<file path="src/cba_pkg.sv">
`timescale 1ns / 1ps
// ----------------------------------------------------------------------------
// cba_pkg: shared definitions for the contiguous block allocator
// Status codes, register indexes and the request action codes.
// ----------------------------------------------------------------------------
package cba_pkg;

  typedef enum logic [1:0] {
    StOk       = 2'd0,
    StNoFit    = 2'd1,
    StNotFound = 2'd2,
    StFull     = 2'd3
  } status_e;

  localparam logic RegMemSize = 1'b0;
  localparam logic RegFitMode = 1'b1;

  localparam logic ActAlloc = 1'b0;
  localparam logic ActFree  = 1'b1;

endpackage

</file>
<file path="src/contiguous_block_allocator.sv">
`timescale 1ns / 1ps
// ----------------------------------------------------------------------------
// contiguous_block_allocator: first/best fit allocator with coalescing
// Address-ordered block table in three memories, walked by one sequencer.
// ----------------------------------------------------------------------------
// Operation: a scan reads, then compares, each entry; a split moves the rows
// above the hole up one, and a merge moves rows down, each row read, then
// written. The longest request is a best fit split at row 0.
// Throughput: one request at a time; in_ready stays low while a request is
// in work and until its result word is taken.
// Reset (async, active low): one hole of 2^ADDR_BITS units, first fit.
module contiguous_block_allocator
  import cba_pkg::*;
#(
  parameter int MAX_BLOCKS = 64,
  parameter int ADDR_BITS  = 16
) (
  input  logic                 clk_i,
  input  logic                 rst_ni,
  input  logic                 in_valid_i,
  output logic                 in_ready_o,
  input  logic                 action_i,
  input  logic [ADDR_BITS:0]   request_size_i,
  input  logic [ADDR_BITS-1:0] free_address_i,
  output logic                 out_valid_o,
  input  logic                 out_ready_i,
  output logic [ADDR_BITS-1:0] granted_address_o,
  output logic [1:0]           status_o,
  input  logic                 cfg_valid_i,
  output logic                 cfg_ready_o,
  input  logic                 cfg_index_i,
  input  logic [ADDR_BITS:0]   cfg_data_i
);

  localparam int IW = $clog2(MAX_BLOCKS);
  localparam int CW = $clog2(MAX_BLOCKS + 1);
  localparam int SW = ADDR_BITS + 1;
  localparam logic [SW-1:0] MemMax = SW'(1) << ADDR_BITS;
  localparam logic [CW-1:0] CntMax = CW'(MAX_BLOCKS);

  // sequencer states
  localparam logic [3:0] S_IDLE  = 4'd0;
  localparam logic [3:0] S_SCAN  = 4'd1; // read issued for idx
  localparam logic [3:0] S_CHK   = 4'd2; // read data for idx valid
  localparam logic [3:0] S_DEC   = 4'd3; // choose action after scan
  localparam logic [3:0] S_UPRD  = 4'd4; // shift up: read idx-1
  localparam logic [3:0] S_UPWR  = 4'd5; // shift up: write idx
  localparam logic [3:0] S_SPLIT = 4'd6; // write allocated front + hole rest
  localparam logic [3:0] S_FNRD  = 4'd7; // free: read next neighbor
  localparam logic [3:0] S_FNCK  = 4'd8;
  localparam logic [3:0] S_DNRD  = 4'd9; // shift down: read idx+stop
  localparam logic [3:0] S_DNWR  = 4'd10;
  localparam logic [3:0] S_MERGE = 4'd11;
  localparam logic [3:0] S_DONE  = 4'd12;
  localparam logic [3:0] S_FNRD2 = 4'd13;

  // table memories (only rows below the count are ever read)
  logic [ADDR_BITS-1:0] mem_start [MAX_BLOCKS];
  logic [SW-1:0]        mem_size  [MAX_BLOCKS];
  logic                 mem_hole  [MAX_BLOCKS];

  logic [3:0]           state_q, state_d;
  logic [CW-1:0]        count_q, count_d;
  logic [SW-1:0]        msize_q, msize_d;
  logic                 fit_q, fit_d;
  logic                 act_q;
  logic [SW-1:0]        want_q;
  logic [ADDR_BITS-1:0] faddr_q;
  logic [CW-1:0]        idx_q, idx_d;     // scan / move cursor
  logic [CW-1:0]        pick_q, pick_d;   // chosen / found row
  logic                 found_q, found_d;
  logic [SW-1:0]        best_q, best_d;
  logic [ADDR_BITS-1:0] pstart_q, pstart_d;
  logic [SW-1:0]        psize_q, psize_d;
  logic [SW-1:0]        acc_q, acc_d;     // merged size
  logic [1:0]           merge_q, merge_d; // bit0 next hole, bit1 prev hole
  logic [CW-1:0]        stop_q, stop_d;   // move distance in rows
  logic                 ovalid_q;
  logic [ADDR_BITS-1:0] oaddr_q, oaddr_d;
  logic [1:0]           ostat_q, ostat_d;
  logic                 init_q;           // table reset pending

  // memory port
  logic                 rd_en, wr_en;
  logic [IW-1:0]        rd_a, wr_a;
  logic [ADDR_BITS-1:0] rd_start, wr_start;
  logic [SW-1:0]        rd_size, wr_size;
  logic                 rd_hole, wr_hole;

  always_ff @(posedge clk_i) begin
    if (wr_en) begin
      mem_start[wr_a] <= wr_start;
      mem_size[wr_a]  <= wr_size;
      mem_hole[wr_a]  <= wr_hole;
    end
    if (rd_en) begin
      rd_start <= mem_start[rd_a];
      rd_size  <= mem_size[rd_a];
      rd_hole  <= mem_hole[rd_a];
    end
  end

  logic in_fire, cfg_fire, busy;
  logic [SW-1:0] cfg_ms, diff;
  logic fits;

  assign busy        = (state_q != S_IDLE) || ovalid_q || init_q;
  assign in_ready_o  = !busy;
  assign cfg_ready_o = 1'b1;
  assign in_fire     = in_valid_i && in_ready_o;
  assign cfg_fire    = cfg_valid_i;
  assign out_valid_o = ovalid_q;
  assign granted_address_o = oaddr_q;
  assign status_o    = ostat_q;

  always_comb begin
    cfg_ms = cfg_data_i;
    if (cfg_ms == '0) cfg_ms = SW'(1);
    if (cfg_ms > MemMax) cfg_ms = MemMax;
  end

  assign fits = rd_hole && (rd_size >= want_q);
  assign diff = rd_size - want_q;

  always_comb begin
    state_d = state_q; count_d = count_q; msize_d = msize_q; fit_d = fit_q;
    idx_d = idx_q; pick_d = pick_q; found_d = found_q; best_d = best_q;
    pstart_d = pstart_q; psize_d = psize_q; acc_d = acc_q; merge_d = merge_q;
    stop_d = stop_q; oaddr_d = oaddr_q; ostat_d = ostat_q;
    rd_en = 1'b0; rd_a = '0; wr_en = 1'b0; wr_a = '0;
    wr_start = '0; wr_size = '0; wr_hole = 1'b0;

    if (init_q) begin
      wr_en = 1'b1; wr_size = msize_q; wr_hole = 1'b1; count_d = CW'(1);
    end

    unique case (state_q)
      S_IDLE: begin
        if (in_fire) begin
          idx_d = '0; found_d = 1'b0; pick_d = count_q;
          if (action_i == ActAlloc && request_size_i == '0) begin
            ostat_d = StNoFit; oaddr_d = '0; state_d = S_DONE;
          end else begin
            state_d = S_SCAN;
          end
        end
      end
      S_SCAN: begin
        if (idx_q >= count_q) begin
          state_d = S_DEC;
        end else begin
          rd_en = 1'b1; rd_a = idx_q[IW-1:0]; state_d = S_CHK;
        end
      end
      S_CHK: begin
        state_d = S_SCAN; idx_d = idx_q + CW'(1);
        if (act_q == ActFree) begin
          if (rd_start == faddr_q) begin
            found_d = 1'b1; pick_d = idx_q; state_d = S_DEC;
          end
        end else if (fits) begin
          if (!fit_q) begin
            found_d = 1'b1; pick_d = idx_q; pstart_d = rd_start;
            psize_d = rd_size; state_d = S_DEC;
          end else if (!found_q || diff < best_q) begin
            found_d = 1'b1; pick_d = idx_q; best_d = diff;
            pstart_d = rd_start; psize_d = rd_size;
            if (diff == '0) state_d = S_DEC;
          end
        end
      end
      S_DEC: begin
        oaddr_d = '0;
        if (!found_q) begin
          ostat_d = (act_q == ActFree) ? StNotFound : StNoFit;
          state_d = S_DONE;
        end else if (act_q == ActFree) begin
          // read the freed row's size; S_FNRD then marks it a hole and neighbors are read
          wr_en = 1'b1; wr_a = pick_q[IW-1:0]; wr_start = faddr_q;
          rd_en = 1'b1; rd_a = pick_q[IW-1:0];
          state_d = S_FNRD; merge_d = '0;
        end else if (psize_q == want_q) begin
          wr_en = 1'b1; wr_a = pick_q[IW-1:0]; wr_start = pstart_q;
          wr_size = psize_q; wr_hole = 1'b0;
          ostat_d = StOk; oaddr_d = pstart_q; state_d = S_DONE;
        end else if (count_q >= CntMax) begin
          ostat_d = StFull; state_d = S_DONE;
        end else begin
          idx_d = count_q; state_d = S_UPRD;
        end
      end
      S_UPRD: begin
        if (idx_q == pick_q) begin
          idx_d = pick_q + CW'(1); state_d = S_SPLIT;
        end else begin
          rd_en = 1'b1; rd_a = IW'(idx_q - CW'(1)); state_d = S_UPWR;
        end
      end
      S_UPWR: begin
        wr_en = 1'b1; wr_a = idx_q[IW-1:0];
        wr_start = rd_start; wr_size = rd_size; wr_hole = rd_hole;
        idx_d = idx_q - CW'(1); state_d = S_UPRD;
      end
      S_SPLIT: begin
        // idx_q == pick+1 on entry; front written first, rest next cycle
        if (idx_q == pick_q + CW'(1)) begin
          wr_en = 1'b1; wr_a = pick_q[IW-1:0]; wr_start = pstart_q;
          wr_size = want_q; wr_hole = 1'b0; idx_d = '0;
        end else begin
          wr_en = 1'b1; wr_a = IW'(pick_q + CW'(1));
          wr_start = pstart_q + want_q[ADDR_BITS-1:0];
          wr_size = psize_q - want_q; wr_hole = 1'b1;
          count_d = count_q + CW'(1);
          ostat_d = StOk; oaddr_d = pstart_q; state_d = S_DONE;
        end
      end
      S_FNRD: begin
        // size of freed block now in rd_size; write hole flag
        wr_en = 1'b1; wr_a = pick_q[IW-1:0]; wr_start = faddr_q;
        wr_size = rd_size; wr_hole = 1'b1; acc_d = rd_size;
        if (pick_q + CW'(1) < count_q) begin
          rd_en = 1'b1; rd_a = IW'(pick_q + CW'(1));
        end
        state_d = S_FNRD2;
      end
      S_FNRD2: begin
        merge_d[0] = (pick_q + CW'(1) < count_q) && rd_hole;
        psize_d = rd_size;
        if (pick_q != '0) begin
          rd_en = 1'b1; rd_a = IW'(pick_q - CW'(1));
        end
        state_d = S_FNCK;
      end
      S_FNCK: begin
        merge_d[1] = (pick_q != '0) && rd_hole;
        pstart_d = rd_start; best_d = rd_size;
        if (merge_q[0]) acc_d = acc_q + psize_q;
        state_d = S_MERGE; idx_d = '0;
      end
      S_MERGE: begin
        // write merged head, then close the gap of 0, 1 or 2 rows
        if (merge_q[1]) begin
          wr_en = 1'b1; wr_a = IW'(pick_q - CW'(1)); wr_start = pstart_q;
          wr_size = best_q + acc_q; wr_hole = 1'b1;
          idx_d = pick_q; // first row to overwrite
        end else begin
          wr_en = 1'b1; wr_a = pick_q[IW-1:0]; wr_start = faddr_q;
          wr_size = acc_q; wr_hole = 1'b1;
          idx_d = pick_q + CW'(1);
        end
        stop_d = CW'(merge_q[0]) + CW'(merge_q[1]);
        count_d = count_q - (CW'(merge_q[0]) + CW'(merge_q[1]));
        ostat_d = StOk; oaddr_d = '0;
        state_d = (merge_q == 2'b00) ? S_DONE : S_DNRD;
      end
      S_DNRD: begin
        // count_q already reduced; move rows idx+stop down to idx
        if (idx_q >= count_q) begin
          state_d = S_DONE;
        end else begin
          rd_en = 1'b1; rd_a = IW'(idx_q + stop_q); state_d = S_DNWR;
        end
      end
      S_DNWR: begin
        wr_en = 1'b1; wr_a = idx_q[IW-1:0];
        wr_start = rd_start; wr_size = rd_size; wr_hole = rd_hole;
        idx_d = idx_q + CW'(1); state_d = S_DNRD;
      end
      S_DONE: state_d = S_IDLE;
      default: state_d = S_IDLE;
    endcase

    if (cfg_fire) begin
      if (cfg_index_i == RegMemSize) msize_d = cfg_ms;
      else fit_d = cfg_data_i[0];
    end
  end

  always_ff @(posedge clk_i or negedge rst_ni) begin
    if (!rst_ni) begin
      state_q <= S_IDLE; count_q <= CW'(1); msize_q <= MemMax; fit_q <= 1'b0;
      ovalid_q <= 1'b0; init_q <= 1'b1;
    end else begin
      state_q <= state_d; count_q <= count_d; msize_q <= msize_d;
      fit_q <= fit_d;
      init_q <= cfg_fire && (cfg_index_i == RegMemSize);
      if (state_q == S_DONE) ovalid_q <= 1'b1;
      else if (out_ready_i) ovalid_q <= 1'b0;
    end
  end

  always_ff @(posedge clk_i) begin
    if (in_fire) begin
      act_q <= action_i; want_q <= request_size_i; faddr_q <= free_address_i;
    end
    idx_q <= idx_d; pick_q <= pick_d; found_q <= found_d; best_q <= best_d;
    pstart_q <= pstart_d; psize_q <= psize_d; acc_q <= acc_d;
    merge_q <= merge_d; stop_q <= stop_d; oaddr_q <= oaddr_d;
    ostat_q <= ostat_d;
  end

endmodule

</file>
<file path="config.mk">
export PLATFORM = sky130hd
export DESIGN_NAME = contiguous_block_allocator
export DESIGN_NICKNAME = d
export VERILOG_FILES = /design/src/cba_pkg.sv /design/src/contiguous_block_allocator.sv
export SDC_FILE = /design/constraint.sdc
export NUM_CORES = 2
export LEC_CHECK = 0
export ABC_AREA = 1
export BUFFER_PORTS_ARGS = -buffer_cell sky130_fd_sc_hd__buf_2
export CORE_MARGIN = 2
export CORE_UTILIZATION = 45
export CTS_CLUSTER_SIZE = 28
export DETAILED_ROUTE_END_ITERATION = 7
export GPL_ROUTABILITY_DRIVEN = 0
export MAX_ROUTING_LAYER = met4
export PLACE_DENSITY_LB_ADDON = 0.15
export SLEW_MARGIN = 20
export SYNTH_ARGS = -nofsm -noshare
export SYNTH_HDL_FRONTEND = slang
export SYNTH_SLANG_ARGS = --single-unit
export TNS_END_PERCENT = 100
</file>
<file path="constraint.sdc">
create_clock -name clk_i -period 11.5 [get_ports clk_i]
set_input_delay 0 -clock clk_i [delete_from_list [all_inputs] [get_ports clk_i]]
set_output_delay 0 -clock clk_i [all_outputs]
set_load 0.05 [all_outputs]
</file>
==> flow_metrics.tcl <==
set metrics [dict create \
    outcome "finished with violations" \
    violations "DRC" \
    rr_startpoint "pick_q[0]" \
    worst_pin_slew_ns 1.197 \
    rsz0062_at_grt "false" \
    finalPower_mw 32.09 \
    cts_hold_buf 129 \
    relSlewSlack 0.2021 \
    io_buffer_count 76 \
    ys.flop_type "edfxtp_1" \
    arrival_ns 7.61 \
    timing.fmax_ghz 0.1436 \
    first_pass_iters 8 \
    yosysWarnings 0 \
    maxSlewViolCount 0 \
    dieArea_um2 249900 \
    cts_resized 0 \
    nNetsFinal 10670 \
    die_y_um 499.9 \
    setup_tns_ns 0 \
    rr_endpoint "rd_hole" \
    reg2reg_slack_ns 4.54 \
    synth_edf_count 2348 \
    grtUsageMet3 0.04863 \
    cts_tree "yes" \
    peakVddDrop_v 0.0002523 \
    grt_max_degree 201 \
    syn_avg_cell_area_um2 10.61 \
    cts_buffer_depth 4 \
    synthAdderAreaFrac 0.01495 \
    synth-xor-area-share 0.007204 \
    netlist_instances 10430 \
    drive_gt1_frac 0.07290 \
    hold_violations 0 \
    worstSetupPathType "flip-flop to flip-flop" \
    wl_per_cell_um 25.55 \
    ys_async_sr_fraction 0.01303 \
    grt_util_met2 0.4277 \
    reg2reg_depth 22 \
    vias 79740 \
    busiest_layer "met2" \
    grt_usage 0.2875 \
    grt_pass1_wl_um 516500 \
    place_hpwl_um 188800 \
    rows 182 \
    die_w_um 499.9 \
    clock_sinks 2379 \
    min_period_ns 6.965 \
    cp-end-kind "flip-flop" \
    antenna_left 0 \
    post-place-ws_ns 4.868 \
    fin_crit_sh 0.6056 \
    synth_top_family_by_area "simple AND/OR/NAND/NOR gates" \
    p_per_area_nw_per_um2 257.8 \
    post_cts_buffers 0 \
    h-tree-depth 5 \
    setup_ws_ns 4.535 \
    finalClockSkew_ns 0.06435 \
    cp-startpoint "pick_q[0]" \
    cts_buffers 274 \
    ys_seq_area_frac 0.6443 \
    grt.met1_usage 0.3947 \
    coreArea_um2 245300 \
    grt_pass1_vias 76020 \
    ys_types 61 \
    synthMuxAreaShare 0 \
    start_util 0.4511 \
    setup-violations-final 0 \
    synth_fp_nets 10610 \
    syn2layout_area_growth_pct 12.51 \
    clk_pin_slew_worst_paths_ns 0.06 \
    syn_area_um2 110600 \
    drtIter0Drc 10010 \
    worstPathRequired_ns 12.14 \
    yosys.area_share.simple 0.2305 \
    synth_compound_area_frac 0.02344 \
    grt-ovfl-total 0 \
    clock_latency_ns 0.96 \
    setup.worst_path.end "rd_hole" \
    viasPerCell 5.743 \
    path_max_fanout 183 \
    hp-class "primary input to flip-flop" \
    synth_seq_cells 2379 \
    maxCapViolCount 0 \
    drc 1 \
    ioPinCount 78 \
    antenna_found_initial 13 \
    leakage_nw 48.86 \
    start_kind "flip-flop" \
    wl_um 354700 \
    cts-root-buf "clkbuf_16" \
]
==> per-stage QoR <==
step | area, µm² | cells | hold slack (ns) | utilization
after floorplan | 110600 | 10430 | -0.2956 | -
after global placement | 114900 | 13290 | 0.1119 | 0.4686
after detailed placement | 114900 | 13300 | 0.1112 | 0.4687
after CTS | 124400 | 13880 | 0.02564 | 0.5074
after global routing | 124500 | 13880 | 0.1631 | 0.5076
final | 124500 | 13890 | 0.1670 | 0.5076
==> Yosys cell counts, drive strengths merged, types with 9 or more instances <==
cell     instances  area [µm²]
a22oi           13       97.59
o2111ai         15       131.4
nand3         2383       11960
nand3b         764        5736
a221oi          16       140.1
o22ai           16       100.1
o21ai          141       705.7
o221ai          14       122.6
inv           1625        6105
nor2           215       870.8
ha             121        1514
clkbuf         272        1021
o211ai          20       150.1
xor2            67       586.8
nand2         1694        6389
a211oi           9       77.57
xnor2           24       210.2
dfrtp           28       700.7
a21oi          144       735.7
nor3            38       200.2
edfxtp        2348       70510
nand4           24       150.1
a21o             9       67.56
buf            345        1659
nor4            17       121.4
==> cell usage in the layout (no fill, tap or decap), types with 17 or more instances in the layout <==
master            n
inv_2            24
clkbuf_16       285
edfxtp_1       2348
dlygate4sd3_1   128
buf_4           174
buf_12           17
nand4_1          24
o21ai_0         128
xnor2_1          24
ha_1            121
nand3b_1        764
nand3_1        2375
clkinv_2         20
nor2_4           67
nor2_1          132
o211ai_1         20
nand2_1        1681
a21oi_1         137
xor2_1           67
nor3_1           35
inv_1          1597
clkbuf_1         72
dfrtp_1          28
clkinv_1         60
buf_2            76
==> per-layer routing <==
metal	routed length, µm	up-vias
met3	33890	660
met2	157100	3910
met4	14680	0
met1	149100	39300
met5	0	-
li1	-	35880
==> flip-flops by register name (all words and copies together) (netlist names), 2 cells and up <==
register / cells
msize_q: 17
count_q: 7
pstart_q: 16
rd_start: 16
mem_hole: 64
psize_q: 17
faddr_q: 16
best_q: 17
mem_size: 1088
rd_size: 17
stop_q: 2
idx_q: 7
mem_start: 1024
state_q: 4
status_o: 2
acc_q: 17
granted_address_o: 16
want_q: 17
pick_q: 7
merge_q: 2
==> logic make-up (layout without fill, tap and decap cells) <==
group	Yosys count	after routing
AO/OA/AOI/OAI	432	432
AND/OR/NAND/NOR	5147	5147
adder cells (fa/ha/maj)	128	128
flip-flops	2379	2379
other	1	8
buffers and inverters	2247	2480
XOR/XNOR	91	91
==> report_power, final <==
group	switching [mW]	internal (mW)
registers	0.426	11.2
logic	9.25	3.01
clock network	3.40	4.82
total	13.1	19.0
==> layout make-up <==
| type | instances | area [µm²] |
|---|---|---|
| diodes | 7 | 17.52 |
| clock buffers | 362 | 7471 |
| clock inverters | 91 | 724.4 |
| fillers | 21450 | 120800 |
| inverters | 1630 | 6138 |
| multi-input cells | 5799 | 31460 |
| flip-flops and latches | 2379 | 71290 |
| well taps | 3220 | 4029 |
| repair buffers | 397 | 3363 |
==> worst max-delay path: stages (launching register included) <==
cell      delay [ns]
edfxtp_1        0.53
ha_1            0.23
nand2_1         0.11
nor2_4          0.16
nand3_1         0.14
xor2_1          0.19
ha_1            0.30
nand2_1         0.08
nor2_1          0.12
nand2_1         0.08
nand3_1         0.17
nand2_1         0.15
a21oi_4         0.14
buf_4           0.50
buf_12          0.60
buf_4           0.94
nand3_1         0.15
nand3_1         0.13
nand3_1         0.11
nand3_1         0.28
nand3_1         0.37
nand3_1         0.54
nand2_1         0.09
==> how the worst min path moves through the flow <==
stage | start | cells past startpoint | to
after CTS | cfg_data_i[16] | 5 | msize_q[0]
after global placement | rst_ni | 1 | fit_q
final | cfg_data_i[16] | 5 | msize_q[0]
after detailed placement | rst_ni | 1 | msize_q[2]
after global routing | cfg_data_i[16] | 5 | msize_q[0]
after floorplan | rst_ni | 0 | count_q[1]
(Power assumes the default switching activity.)
